### config.mk
export PLATFORM = sky130hd
export DESIGN_NAME = longest_silence_run_finder
export DESIGN_NICKNAME = d
export VERILOG_FILES = /design/src/hw/rtl/lsrf_pkg.sv /design/src/hw/rtl/lsrf_cfg_regs.sv /design/src/hw/rtl/lsrf_run_tracker.sv /design/src/hw/rtl/lsrf_result_stage.sv /design/src/hw/rtl/longest_silence_run_finder.sv
export VERILOG_INCLUDE_DIRS = /design/src /design/src/hw/rtl
export SDC_FILE = /design/constraint.sdc
export NUM_CORES = 1
export LEC_CHECK = 0
export BUFFER_PORTS_ARGS = -buffer_cell sky130_fd_sc_hd__buf_2
export CORE_MARGIN = 4
export CORE_UTILIZATION = 30
export CTS_CLUSTER_SIZE = 8
export DETAILED_ROUTE_END_ITERATION = 6
export GPL_TIMING_DRIVEN = 1
export PLACE_DENSITY = 0.44
export SLEW_MARGIN = 20
export SYNTH_ARGS = -nofsm -noshare
export SYNTH_HDL_FRONTEND = slang
export SYNTH_SLANG_ARGS = --single-unit
export TNS_END_PERCENT = 30
### constraint.sdc
create_clock -name aclk -period 20 [get_ports aclk]
set_input_delay 5 -clock aclk [delete_from_list [all_inputs] [get_ports aclk]]
set_output_delay 5 -clock aclk [all_outputs]
set_load 0.005 [all_outputs]
### src/hw/rtl/longest_silence_run_finder_macros.svh
// ----------------------------------------------------------------------------
// longest_silence_run_finder_macros
// Assertion macros shared by the longest silence run finder modules.
// ----------------------------------------------------------------------------
`ifndef LONGEST_SILENCE_RUN_FINDER_MACROS_SVH
`define LONGEST_SILENCE_RUN_FINDER_MACROS_SVH

// check on every clock edge outside reset
`define LSRF_ASSERT(label, prop, msg) \
    label: assert property (@(posedge aclk) disable iff (!aresetn) prop) else $error(msg);

// check on every clock edge, reset included
`define LSRF_ASSERT_ALWAYS(label, prop, msg) \
    label: assert property (@(posedge aclk) prop) else $error(msg);

`endif

### src/hw/rtl/lsrf_pkg.sv
`timescale 1ns / 1ps
// ----------------------------------------------------------------------------
// lsrf_pkg
// Types, register map and constants of the longest silence run finder.
// ----------------------------------------------------------------------------
package lsrf_pkg;

    localparam int unsigned MAX_WINDOW_FRAMES = 262144;
    localparam int unsigned COUNT_W           = 18;
    localparam int unsigned SAMPLE_W          = 16;
    localparam int unsigned CFG_ADDR_W        = 4;
    localparam int unsigned CFG_DATA_W        = 32;

    localparam longint unsigned COUNT_MAX   = (64'd1 << COUNT_W) - 64'd1;
    localparam longint unsigned CAP_RAW     = (MAX_WINDOW_FRAMES == 0) ? 64'd0 :
                                              64'(MAX_WINDOW_FRAMES) - 64'd1;
    localparam logic [COUNT_W-1:0] COUNT_CAP = (CAP_RAW > COUNT_MAX) ?
                                               COUNT_W'(COUNT_MAX) : COUNT_W'(CAP_RAW);

    localparam logic [1:0] REG_SILENCE_BOUND  = 2'd0;
    localparam logic [1:0] REG_FADE_LIMIT     = 2'd1;
    localparam logic [1:0] REG_USABLE_LIMIT   = 2'd2;
    localparam logic [1:0] REG_BACKOFF_FRAMES = 2'd3;

    localparam logic [SAMPLE_W-1:0] SILENCE_BOUND_RST  = 16'd9;
    localparam logic [COUNT_W-1:0]  FADE_LIMIT_RST     = 18'd50;
    localparam logic [COUNT_W-1:0]  USABLE_LIMIT_RST   = 18'd8;
    localparam logic [COUNT_W-1:0]  BACKOFF_FRAMES_RST = 18'd1400;

    typedef struct packed {
        logic [SAMPLE_W-1:0] silence_bound;
        logic [COUNT_W-1:0]  fade_limit;
        logic [COUNT_W-1:0]  usable_limit;
        logic [COUNT_W-1:0]  backoff_frames;
    } lsrf_cfg_t;

    typedef struct packed {
        logic               load;
        logic [COUNT_W-1:0] start;
        logic [COUNT_W-1:0] length;
    } lsrf_best_t;

endpackage

### src/hw/rtl/lsrf_cfg_regs.sv
`timescale 1ns / 1ps
// ----------------------------------------------------------------------------
// lsrf_cfg_regs
// APB register file holding the silence bound, limits and backoff.
// ----------------------------------------------------------------------------
module lsrf_cfg_regs (
    input  logic                                aclk,
    input  logic                                aresetn,
    input  logic                                psel,
    input  logic                                penable,
    input  logic                                pwrite,
    input  logic [lsrf_pkg::CFG_ADDR_W-1:0]     paddr,
    input  logic [lsrf_pkg::CFG_DATA_W-1:0]     pwdata,
    output logic [lsrf_pkg::CFG_DATA_W-1:0]     prdata,
    output logic                                pready,
    output lsrf_pkg::lsrf_cfg_t                 cfg
);
    import lsrf_pkg::*;

    lsrf_cfg_t  cfg_reg;
    lsrf_cfg_t  cfg_next;
    logic       wr_en;
    logic [1:0] reg_sel;

    assign wr_en   = psel && penable && pwrite && pready;
    assign reg_sel = paddr[CFG_ADDR_W-1:2];
    assign pready  = 1'b1;
    assign cfg     = cfg_reg;

    always_comb begin
        cfg_next = cfg_reg;
        if (wr_en) begin
            case (reg_sel)
                REG_SILENCE_BOUND:  cfg_next.silence_bound  = pwdata[SAMPLE_W-1:0];
                REG_FADE_LIMIT:     cfg_next.fade_limit     = pwdata[COUNT_W-1:0];
                REG_USABLE_LIMIT:   cfg_next.usable_limit   = pwdata[COUNT_W-1:0];
                REG_BACKOFF_FRAMES: cfg_next.backoff_frames = pwdata[COUNT_W-1:0];
                default:            cfg_next = cfg_reg;
            endcase
        end
    end

    always_comb begin
        case (reg_sel)
            REG_SILENCE_BOUND:  prdata = CFG_DATA_W'(cfg_reg.silence_bound);
            REG_FADE_LIMIT:     prdata = CFG_DATA_W'(cfg_reg.fade_limit);
            REG_USABLE_LIMIT:   prdata = CFG_DATA_W'(cfg_reg.usable_limit);
            REG_BACKOFF_FRAMES: prdata = CFG_DATA_W'(cfg_reg.backoff_frames);
            default:            prdata = '0;
        endcase
    end

    always_ff @(posedge aclk) begin
        if (!aresetn) begin
            cfg_reg.silence_bound  <= SILENCE_BOUND_RST;
            cfg_reg.fade_limit     <= FADE_LIMIT_RST;
            cfg_reg.usable_limit   <= USABLE_LIMIT_RST;
            cfg_reg.backoff_frames <= BACKOFF_FRAMES_RST;
        end else begin
            cfg_reg <= cfg_next;
        end
    end

endmodule

### src/hw/rtl/lsrf_run_tracker.sv
`timescale 1ns / 1ps
// ----------------------------------------------------------------------------
// lsrf_run_tracker
// Input register and per-sample silent run tracking over one window.
// ----------------------------------------------------------------------------
module lsrf_run_tracker (
    input  logic                                aclk,
    input  logic                                aresetn,
    input  logic                                s_valid,
    output logic                                s_ready,
    input  logic signed [lsrf_pkg::SAMPLE_W-1:0] s_sample,
    input  logic                                s_last_of_window,
    input  logic [lsrf_pkg::SAMPLE_W-1:0]       silence_bound,
    input  logic                                out_free,
    output lsrf_pkg::lsrf_best_t                best_o
);
    import lsrf_pkg::*;

    logic                       in_valid_reg;
    logic                       in_valid_next;
    logic signed [SAMPLE_W-1:0] in_sample_reg;
    logic                       in_last_reg;

    logic [COUNT_W-1:0] frame_index_reg, frame_index_next;
    logic               prev_silent_reg, prev_silent_next;
    logic [COUNT_W-1:0] run_start_reg, run_start_next;
    logic [COUNT_W-1:0] run_length_reg, run_length_next;
    logic [COUNT_W-1:0] best_start_reg, best_start_next;
    logic [COUNT_W-1:0] best_length_reg, best_length_next;

    logic                     advance;
    logic signed [SAMPLE_W:0] sample_ext;
    logic signed [SAMPLE_W:0] bound_pos;
    logic signed [SAMPLE_W:0] bound_neg;
    logic                     silent;
    logic [COUNT_W-1:0]       run_start_upd, run_length_upd;
    logic [COUNT_W-1:0]       best_start_upd, best_length_upd;
    logic                     final_take;

    assign advance       = in_valid_reg && (!in_last_reg || out_free);
    assign s_ready       = !in_valid_reg || advance;
    assign in_valid_next = s_ready ? s_valid : in_valid_reg;

    assign sample_ext = {in_sample_reg[SAMPLE_W-1], in_sample_reg};
    assign bound_pos  = signed'({1'b0, silence_bound});
    assign bound_neg  = -bound_pos;
    assign silent     = (sample_ext < bound_pos) && (sample_ext > bound_neg);

    always_comb begin
        run_start_upd   = run_start_reg;
        run_length_upd  = run_length_reg;
        best_start_upd  = best_start_reg;
        best_length_upd = best_length_reg;
        case ({silent, prev_silent_reg})
            2'b10: begin
                run_start_upd  = frame_index_reg;
                run_length_upd = '0;
            end
            2'b11: begin
                if (run_length_reg < COUNT_CAP) begin
                    run_length_upd = run_length_reg + COUNT_W'(1);
                end
            end
            2'b00: begin
                run_length_upd = '0;
            end
            default: begin
                if (run_length_reg > best_length_reg) begin
                    best_start_upd  = run_start_reg;
                    best_length_upd = run_length_reg;
                end
                run_start_upd  = '0;
                run_length_upd = '0;
            end
        endcase
    end

    assign final_take    = run_length_upd > best_length_upd;
    assign best_o.load   = advance && in_last_reg;
    assign best_o.start  = final_take ? run_start_upd : best_start_upd;
    assign best_o.length = final_take ? run_length_upd : best_length_upd;

    always_comb begin
        frame_index_next = frame_index_reg;
        prev_silent_next = prev_silent_reg;
        run_start_next   = run_start_reg;
        run_length_next  = run_length_reg;
        best_start_next  = best_start_reg;
        best_length_next = best_length_reg;
        if (advance) begin
            if (in_last_reg) begin
                frame_index_next = '0;
                prev_silent_next = 1'b0;
                run_start_next   = '0;
                run_length_next  = '0;
                best_start_next  = '0;
                best_length_next = '0;
            end else begin
                prev_silent_next = silent;
                run_start_next   = run_start_upd;
                run_length_next  = run_length_upd;
                best_start_next  = best_start_upd;
                best_length_next = best_length_upd;
                if (frame_index_reg < COUNT_CAP) begin
                    frame_index_next = frame_index_reg + COUNT_W'(1);
                end
            end
        end
    end

    always_ff @(posedge aclk) begin
        if (s_valid && s_ready) begin
            in_sample_reg <= s_sample;
            in_last_reg   <= s_last_of_window;
        end
    end

    always_ff @(posedge aclk) begin
        if (!aresetn) begin
            in_valid_reg    <= 1'b0;
            frame_index_reg <= '0;
            prev_silent_reg <= 1'b0;
            run_start_reg   <= '0;
            run_length_reg  <= '0;
            best_start_reg  <= '0;
            best_length_reg <= '0;
        end else begin
            in_valid_reg    <= in_valid_next;
            frame_index_reg <= frame_index_next;
            prev_silent_reg <= prev_silent_next;
            run_start_reg   <= run_start_next;
            run_length_reg  <= run_length_next;
            best_start_reg  <= best_start_next;
            best_length_reg <= best_length_next;
        end
    end

`include "longest_silence_run_finder_macros.svh"

    `LSRF_ASSERT(a_run_zero_after_noise, !prev_silent_reg |-> (run_length_reg == '0), "run length nonzero outside a silent run")
    `LSRF_ASSERT(a_frame_capped, frame_index_reg <= COUNT_CAP, "frame index beyond cap")
    `LSRF_ASSERT(a_window_cleared, (advance && in_last_reg) |=> (frame_index_reg == '0 && best_length_reg == '0 && !prev_silent_reg), "window state not cleared after last word")

endmodule

### src/hw/rtl/lsrf_result_stage.sv
`timescale 1ns / 1ps
// ----------------------------------------------------------------------------
// lsrf_result_stage
// Cut point and flag evaluation with the output register.
// ----------------------------------------------------------------------------
module lsrf_result_stage (
    input  logic                            aclk,
    input  logic                            aresetn,
    input  lsrf_pkg::lsrf_cfg_t             cfg,
    input  lsrf_pkg::lsrf_best_t            best_i,
    output logic                            out_free,
    output logic                            m_valid,
    input  logic                            m_ready,
    output logic [lsrf_pkg::COUNT_W-1:0]    m_best_start,
    output logic [lsrf_pkg::COUNT_W-1:0]    m_best_length,
    output logic                            m_needs_fade,
    output logic                            m_silence_usable,
    output logic [lsrf_pkg::COUNT_W-1:0]    m_cut_frame
);
    import lsrf_pkg::*;

    logic               out_valid_reg, out_valid_next;
    logic [COUNT_W-1:0] start_reg, length_reg, cut_reg;
    logic               fade_reg, usable_reg;

    logic [COUNT_W-1:0] back;
    logic [COUNT_W:0]   cut_sum;
    logic [COUNT_W-1:0] cut;

    assign back    = (best_i.length < cfg.backoff_frames) ? best_i.length : cfg.backoff_frames;
    assign cut_sum = {1'b0, best_i.start} + {1'b0, best_i.length} - {1'b0, back};
    assign cut     = cut_sum[COUNT_W] ? '1 : cut_sum[COUNT_W-1:0];

    assign out_free = !out_valid_reg || m_ready;

    always_comb begin
        out_valid_next = out_valid_reg;
        if (best_i.load) begin
            out_valid_next = 1'b1;
        end else if (m_ready) begin
            out_valid_next = 1'b0;
        end
    end

    always_ff @(posedge aclk) begin
        if (best_i.load) begin
            start_reg  <= best_i.start;
            length_reg <= best_i.length;
            cut_reg    <= cut;
            fade_reg   <= (best_i.length <= cfg.fade_limit);
            usable_reg <= (best_i.length > cfg.usable_limit);
        end
    end

    always_ff @(posedge aclk) begin
        if (!aresetn) begin
            out_valid_reg <= 1'b0;
        end else begin
            out_valid_reg <= out_valid_next;
        end
    end

    assign m_valid          = out_valid_reg;
    assign m_best_start     = start_reg;
    assign m_best_length    = length_reg;
    assign m_needs_fade     = fade_reg;
    assign m_silence_usable = usable_reg;
    assign m_cut_frame      = cut_reg;

`include "longest_silence_run_finder_macros.svh"

    `LSRF_ASSERT(a_no_overwrite, best_i.load |-> (!out_valid_reg || m_ready), "result overwritten before it was taken")
    `LSRF_ASSERT(a_cut_not_before_start, out_valid_reg |-> (cut_reg >= start_reg), "cut frame ahead of run start")
    `LSRF_ASSERT(a_empty_run_cut, (out_valid_reg && length_reg == '0) |-> (cut_reg == start_reg), "cut frame moved for empty run")

endmodule

### src/hw/rtl/longest_silence_run_finder.sv
`timescale 1ns / 1ps
// Path: a word accepted on s_ is held in the input register; when it ends a window, its
//   result is taken into the output register, once that is free, and shows on m_.
// Throughput: one word per cycle; only a pending result waiting on m_ready stalls s_.
// Reset (aresetn low, synchronous): clears window state and valid flags, loads register defaults.
// ----------------------------------------------------------------------------
// longest_silence_run_finder
// Finds the longest near-silent run in a window of samples and its cut point.
// ----------------------------------------------------------------------------
module longest_silence_run_finder (
    input  logic                                 aclk,
    input  logic                                 aresetn,
    input  logic                                 psel,
    input  logic                                 penable,
    input  logic                                 pwrite,
    input  logic [lsrf_pkg::CFG_ADDR_W-1:0]      paddr,
    input  logic [lsrf_pkg::CFG_DATA_W-1:0]      pwdata,
    output logic [lsrf_pkg::CFG_DATA_W-1:0]      prdata,
    output logic                                 pready,
    input  logic                                 s_valid,
    output logic                                 s_ready,
    input  logic signed [lsrf_pkg::SAMPLE_W-1:0] s_sample,
    input  logic                                 s_last_of_window,
    output logic                                 m_valid,
    input  logic                                 m_ready,
    output logic [lsrf_pkg::COUNT_W-1:0]         m_best_start,
    output logic [lsrf_pkg::COUNT_W-1:0]         m_best_length,
    output logic                                 m_needs_fade,
    output logic                                 m_silence_usable,
    output logic [lsrf_pkg::COUNT_W-1:0]         m_cut_frame
);
    import lsrf_pkg::*;

    lsrf_cfg_t  cfg;
    lsrf_best_t best;
    logic       out_free;

    lsrf_cfg_regs u_cfg_regs (
        .aclk    (aclk),
        .aresetn (aresetn),
        .psel    (psel),
        .penable (penable),
        .pwrite  (pwrite),
        .paddr   (paddr),
        .pwdata  (pwdata),
        .prdata  (prdata),
        .pready  (pready),
        .cfg     (cfg)
    );

    lsrf_run_tracker u_run_tracker (
        .aclk             (aclk),
        .aresetn          (aresetn),
        .s_valid          (s_valid),
        .s_ready          (s_ready),
        .s_sample         (s_sample),
        .s_last_of_window (s_last_of_window),
        .silence_bound    (cfg.silence_bound),
        .out_free         (out_free),
        .best_o           (best)
    );

    lsrf_result_stage u_result_stage (
        .aclk             (aclk),
        .aresetn          (aresetn),
        .cfg              (cfg),
        .best_i           (best),
        .out_free         (out_free),
        .m_valid          (m_valid),
        .m_ready          (m_ready),
        .m_best_start     (m_best_start),
        .m_best_length    (m_best_length),
        .m_needs_fade     (m_needs_fade),
        .m_silence_usable (m_silence_usable),
        .m_cut_frame      (m_cut_frame)
    );

endmodule
==> out/results.tsv, run 1 <==
metric	value	unit
Detailed Place HPWL	33800	um
CP top delay family	compound AO/OA/AOI/OAI gates	
share of layout cells above drive strength 1	0.151	
Remaining Overflow, GRT	0	
CTS Buf Count	36	
switching power total	310	uW
Power Total	1210	uW
Pins Over Slew Limit	0	
Int Power	903	uW
Max Cap Viol	0	
FF-to-FF Start	u_cfg_regs.cfg[56]	
Hold Buf Count CTS	0	
Final period util	0.705	
Die X	235	um
CTS Buffer Depth	3	
Reg2Reg Setup Slack	5890	ps
synth warn	0	
# resized after CTS	0	
Placed Instance Area	16600	um^2
Final TNS setup	0	ps
FP Rows	82	
switch share	0.255	
buffers added on ports	119	
root buf cell	clkbuf_16	
Worst Path Arrival	14380	ps
slowest cell on the critical path	buf_4	
IO Count	151	
hold crit path type	reg -> reg	
vias in the first global route	11700	
post-route cell area	17700	um^2
Min-Delay Startpoint	u_cfg_regs.cfg[34]	
Post-synth ARST share	0	
Post-Synthesis Cells	1670	
All-Layer GR Usage	0.165	
post-synthesis sequential element count	236	
Vias	11900	
Avg Inst Size Synth	9.25	um^2
Slew HR	0.243	
CTS tree	yes	
Comb pwr share	0.095	
fraction of power consumed by sequential logic	0.423	
largest net degree at the start of global routing	79	
Yosys cell types	80	
H-tree levels	2	
cell mode on critical path	a21oi_1	
Lkg Pwr	0.00756	uW
maximum vdd drop	0.0499	mV
Starting Density	0.305	
Post-synth EDFFs	73	
CP Class	reg -> reg	
final setup fails	0	
worst-margin pin slew	1140	ps
Mapped Area	15500	um^2
DRT Wirelength	46400	um
Worst-Skew Late Latency	550	ps
RD Place Congestion	0.813	
diode count	0	
WHS Endpoint	u_cfg_regs.cfg[34]	
Largest register FFs	70	
CTS sink cnt	236	
Crit. End Element	flip-flop	
die area	55200	um^2
WL/cell	18.9	um
first-pass GRT wire length	71400	um
Worst EP required	20270	ps
R2R depth	46	
postcts setup bufs	0	
Clk pwr share	0.483	
run status	completed	
Pwr Density	68.6	nW/um^2
Remaining DRCs	0	
Detail Route Antenna Nets	0	
Iter 0 DRT Violations	708	
area grow syn2layout	14.4	%
Worst Clk Skew	21.2	ps
Clock transition at path regs	50	ps
Vias/cell	4.85	
FF-to-FF End	u_result_stage.m_cut_frame[12]	
most used flip-flop cell after synthesis	dfxtp_1	
Die Y	235	um
FMAX	70.9	MHz
RSZ-0062 raised after global routing	false	
Nets	1987	
Worst Path Buf+Inv	5	
critical path startpoint category	flip-flop	
Worst Hold Depth	2	
Seq/Total Area, Yosys	0.353	
Core ar.	50600	um^2
drt first pass iters	6	
final hold violations	0	
initial antenna violation count	0	
slowest stage delay, CP	710	ps
Tmin final	14110	ps
CP max FO	43	
-- synth_stat cells, types with 8 or more instances --
library cell	count	area, um^2
nand4_1	31	194
buf_1	10	37.5
o211ai_1	16	120
inv_2	11	41.3
o22ai_1	18	113
o21ai_0	36	180
inv_1	164	616
ha_1	145	1810
a21boi_0	62	465
a21oi_1	65	325
mux4_2	16	360
fa_1	18	360
buf_4	17	128
nand2b_1	12	75.1
or2_2	17	106
mux2_2	12	135
clkbuf_1	52	195
nor2b_1	60	375
edfxtp_1	73	2190
xnor2_1	34	298
o21a_1	10	75.1
dfxtp_1	163	3260
mux2i_2	8	110
nor4_1	11	68.8
and3_1	11	68.8
and2_1	38	238
a22oi_1	44	330
mux2i_1	48	480
xor2_1	21	184
nor3_1	29	145
nand3_1	22	110
nor2_1	63	236
nand2_1	205	769
a21o_1	33	248
-- area by class of cell --
class	instances	area, um^2
inverters	175	657
repair buffers	134	711
multi-input cells	1181	8950
clock buffers	55	982
fillers	5239	32900
clock inverters	4	75.1
flip-flops and latches	236	5460
well taps	672	841
-- metal layers --
metal  up-vias  part of all wire  GRT usage
met5         -                 0          0
met4         0             0.020     0.0410
met3        54             0.043     0.0250
met2       226              0.46      0.270
met1      5655              0.48      0.230
li1       5979                 -          -
-- metrics by stage --
step           instances  hold slack [ps]   util  setup WS (ps)
3_3_place_gp        2398              455  0.328           5990
3_5_place_dp        2398              464  0.328           5950
4_1_cts             2457              472  0.349           5890
5_1_grt             2457              493  0.349           5140
2_1_floorplan       1683              443      -           8670
6_report            2457              469  0.349           5890
-- layout by cell type (no fill, tap or decap), types with 37 or more instances in the layout --
cell and instances:
dfxtp_1 163, a21oi_1 65, a22oi_1 44, a21boi_0 62, mux2i_1 48, nand2_1 204, nor2b_1 60, buf_2 118
edfxtp_1 73, inv_1 163, and2_1 37, ha_1 145, nor2_1 61
-- tightest hold or removal path: stages (launching register included) --
cell,delay (ps)
dfxtp_1,310
nand2_1,50
a21boi_0,60
-- power groups by stage --
stage | Clock (uW) | Combinational [uW] | Sequential [uW]
2_1_floorplan | 0 | 77.4 | 522
3_3_place_gp | 0 | 116 | 523
3_5_place_dp | 0 | 117 | 523
4_1_cts | 608 | 118 | 513
5_1_grt | 623 | 129 | 513
6_report | 585 | 115 | 513
-- cell families (layout without fill, tap and decap cells) --
group           Yosys count  in the layout  synth area share
flops                   236            236             0.353
mux                      96             96            0.0849
buf+inv                 266            368            0.0729
xor+xnor                 55             55            0.0312
simple gates            527            527             0.170
other cells               2             15          0.000486
fa+ha+maj               163            163             0.141
compound gates          325            325             0.147
-- worst max-delay path by stage --
stage                                  start                             end  slack (ps)  cells after the start
after detailed placement  u_cfg_regs.cfg[56]  u_result_stage.m_cut_frame[12]        5950                     47
final                     u_cfg_regs.cfg[56]  u_result_stage.m_cut_frame[12]        5890                     46
after global placement    u_cfg_regs.cfg[56]  u_result_stage.m_cut_frame[12]        5990                     47
after global routing      u_cfg_regs.cfg[56]  u_result_stage.m_cut_frame[12]        5140                     46
after floorplan                     paddr[2]                       prdata[0]        8670                      3
after CTS                 u_cfg_regs.cfg[56]  u_result_stage.m_cut_frame[12]        5890                     46
Power figures use the tool's default switching activity.
==> inputs of run 2 (changes only) <==
--- a/config.mk
+++ b/config.mk
@@ -6,13 +6,14 @@
 export SDC_FILE = /design/constraint.sdc
 export NUM_CORES = 1
 export LEC_CHECK = 0
+export ABC_AREA = 1
 export BUFFER_PORTS_ARGS = -buffer_cell sky130_fd_sc_hd__buf_2
 export CORE_MARGIN = 4
 export CORE_UTILIZATION = 30
 export CTS_CLUSTER_SIZE = 8
 export DETAILED_ROUTE_END_ITERATION = 6
 export GPL_TIMING_DRIVEN = 1
-export PLACE_DENSITY = 0.44
+export PLACE_DENSITY = 0.46
 export SLEW_MARGIN = 20
 export SYNTH_ARGS = -nofsm -noshare
 export SYNTH_HDL_FRONTEND = slang
==> constraint.sdc (replaced) <==
create_clock -name aclk -period 11.46 [get_ports aclk]
set_input_delay 2.865 -clock aclk [delete_from_list [all_inputs] [get_ports aclk]]
set_output_delay 2.865 -clock aclk [all_outputs]
set_load 0.005 [all_outputs]
==> out/results.tsv, run 2 <==
metric	value	unit	change
run status	completed		
Int Power	1520	uW	+68%
Final TNS setup	0	ps	unchanged
largest family of logic cells by synthesized area	simple AND/OR/NAND/NOR gates		
Hold Buf Count CTS	0		unchanged
area grow syn2layout	16.3	%	
root buf cell	clkbuf_16		
FP Rows	82		unchanged
worst-margin pin slew	1070	ps	-62.9 ps
Remaining DRCs	0		unchanged
Post-synth EDFFs	73		unchanged
Commonest cells post-synth	nand2_1, inv_1, a21oi_1, o21ai_0, dfxtp_1		
Yosys cell types	55		-31%
most used flip-flop cell after synthesis	dfxtp_1		
Final period util	0.903		+0.198
CP max FO	19		-56%
slowest stage delay, CP	510	ps	-200 ps
Iter 0 DRT Violations	852		+20%
Pins Over Slew Limit	0		unchanged
IO Count	151		unchanged
pre-CTS worst setup slack	560	ps	-5390 ps
largest net degree at the start of global routing	75		-5.1%
Clock transition at path regs	50	ps	about the same
FMAX	96.6	MHz	+36%
mux cell area share after synthesis	0		-0.0849
CTS Buf Count	36		unchanged
first-pass GRT wire length	74900	um	+4.9%
Die X	234	um	-0.54%
drt first pass iters	5		-1
hold crit path type	reg -> reg		
Vias/cell	4.76		-1.9%
CTS Buffer Depth	3		unchanged
Starting Density	0.304		-0.00156
Hold WS	460	ps	-8.48 ps
final worst-path setup slack	1110	ps	-4780 ps
most common cell in the netlist	nand2_1		
critical path startpoint category	flip-flop		
Post-synth ARST share	0		unchanged
R2R depth	54		+17%
Pwr Density	114	nW/um^2	+67%
most common cell after layout, fill and taps aside	nand2_1		
Post-Synth Adder-Cell Area	0.142		+0.00159
Largest register FFs	70		unchanged
final setup fails	0		unchanged
diode count	0		unchanged
switching power total	512	uW	+65%
CP Class	reg -> reg		
maximum vdd drop	0.0829	mV	+66%
Mapped Area	15300	um^2	-1.1%
initial antenna violation count	1		+1
cell mode on critical path	nand2_1		
Synth Area in Compound Gates	0.175		+0.0279
Detail Route Antenna Nets	0		unchanged
slowest cell on the critical path	fa_1		
Slew HR	0.284		+0.0411
Worst Clk Skew	28.1	ps	+6.94 ps
share of layout cells above drive strength 1	0.116		-0.0352
xor and xnor area share after synthesis	0.0201		-0.0111
top cells by area, synth	dfxtp_1, edfxtp_1, ha_1, nand2_1, inv_1		
GR Layer Usage met2	0.279		+0.00835
switch share	0.252		-0.00335
Remaining Overflow, GRT	0		unchanged
Worst EP required	11730	ps	-8540 ps
Avg Inst Size Synth	7.42	um^2	-20%
Tmin final	10350	ps	-3760 ps
RD Place Congestion	0.867		+6.6%
most frequent cells in the layout	nand2_1, inv_1, a21oi_1		
simple logic cell fraction of the synthesized area	0.199		+0.0297
vias in the first global route	13100		+11%
H-tree levels	2		unchanged
Seq/Total Area, Yosys	0.357		+0.00399
fraction of power consumed by sequential logic	0.440		+0.017
Max Cap Viol	0		unchanged
Vias	13700		+15%
All-Layer GR Usage	0.175		+0.00991
die area	54600	um^2	-1.1%
DRT Wirelength	48100	um	+3.5%
GR Layer Usage met3	0.0299		+0.00490
Nets	2410		+21%
Post-Synthesis Cells	2058		+23%
Comb pwr share	0.080		-0.015
Reg2Reg Setup Slack	1110	ps	-4780 ps
most crowded layer after global routing	met2		
CTS sink cnt	236		unchanged
Worst Hold Depth	2		unchanged
Worst-Skew Late Latency	550	ps	about the same
post-synthesis sequential element count	236		unchanged
Core ar.	50300	um^2	-0.61%
Detailed Place HPWL	36000	um	+6.5%
Crit. End Element	flip-flop		
synth warn	0		unchanged
Lkg Pwr	0.00792	uW	+4.9%
Die Y	234	um	-0.54%
Synth area leader	dfxtp_1		
final hold violations	0		unchanged
Clk pwr share	0.480		-0.003
WL/cell	16.7	um	-12%
CTS tree	yes		
top cell type's share of synthesized area	0.214		+0.00239
buffers added on ports	119		unchanged
Worst Path Arrival	10620	ps	-3760 ps
grt met1 use	0.242		+0.0114
-- run 2: timing repair --
action / 4_1_cts / 5_1_grt
resized for setup: 0 / 14
buffers inserted: 0 / 4
setup endpoints to repair: 0 / 18
-- run 2: critical path: cells and delay by family, from the launching register on --
family / cells / cell delay [ps]
simple gates: 34 / 5290
fa+ha+maj: 6 / 2110
compound gates: 7 / 1340
buf+inv: 5 / 660
flops: 1 / 360
xor+xnor: 2 / 320
-- run 2: cells by family (layout without fill, tap and decap cells) --
kind of cell | Yosys count | in the layout
compound gates | 496 | 496
xor+xnor | 35 | 35
fa+ha+maj | 163 | 163
buf+inv | 406 | 541
flops | 236 | 236
other cells | 2 | 15
simple gates | 720 | 720
-- run 2: path summary, 6_finish.rpt --
path	startpoint	endpoint
worst max-delay path	u_cfg_regs.cfg[54]	u_result_stage.m_cut_frame[16]
worst min-delay path	u_run_tracker.best_length_reg[16]	u_run_tracker.best_length_reg[16]
worst max register to register	u_cfg_regs.cfg[54]	u_result_stage.m_cut_frame[16]
worst min register to register	u_run_tracker.best_length_reg[16]	u_run_tracker.best_length_reg[16]
-- run 2: cell type report --
class                      count  area, um^2
timing repair buffer         166         956
tap                          672         841
fill                        5310       32500
sequential                   236        5460
inverter                     318        1200
clock inverter                 3        33.8
multi-input combinational   1429        8310
clock buffer                  54         978
-- run 2: power by group through the flow --
| stage | clock network [uW] | registers (uW) | logic, uW |
|---|---|---|---|
| after floorplan | 0 | 909 | 103 |
| after global placement | 0 | 911 | 163 |
| after detailed placement | 0 | 911 | 164 |
| after CTS | 1010 | 894 | 164 |
| after global routing | 1050 | 895 | 186 |
| final | 976 | 895 | 163 |
-- run 2: routing by layer --
metal | wire [um] | up-vias
met5 | 13 | -
met4 | 1400 | 2
met3 | 2490 | 75
met2 | 21200 | 298
met1 | 23000 | 6278
li1 | - | 7034
-- run 2: through the flow --
stage / power, uW / instances / util / area, um^2
floorplan: 1010 / 2071 / - / 15300
global placement: 1070 / 2817 / 0.332 / 16700
detailed placement: 1080 / 2817 / 0.332 / 16700
CTS: 2070 / 2874 / 0.352 / 17700
global route: 2130 / 2878 / 0.353 / 17800
finish: 2030 / 2878 / 0.353 / 17800
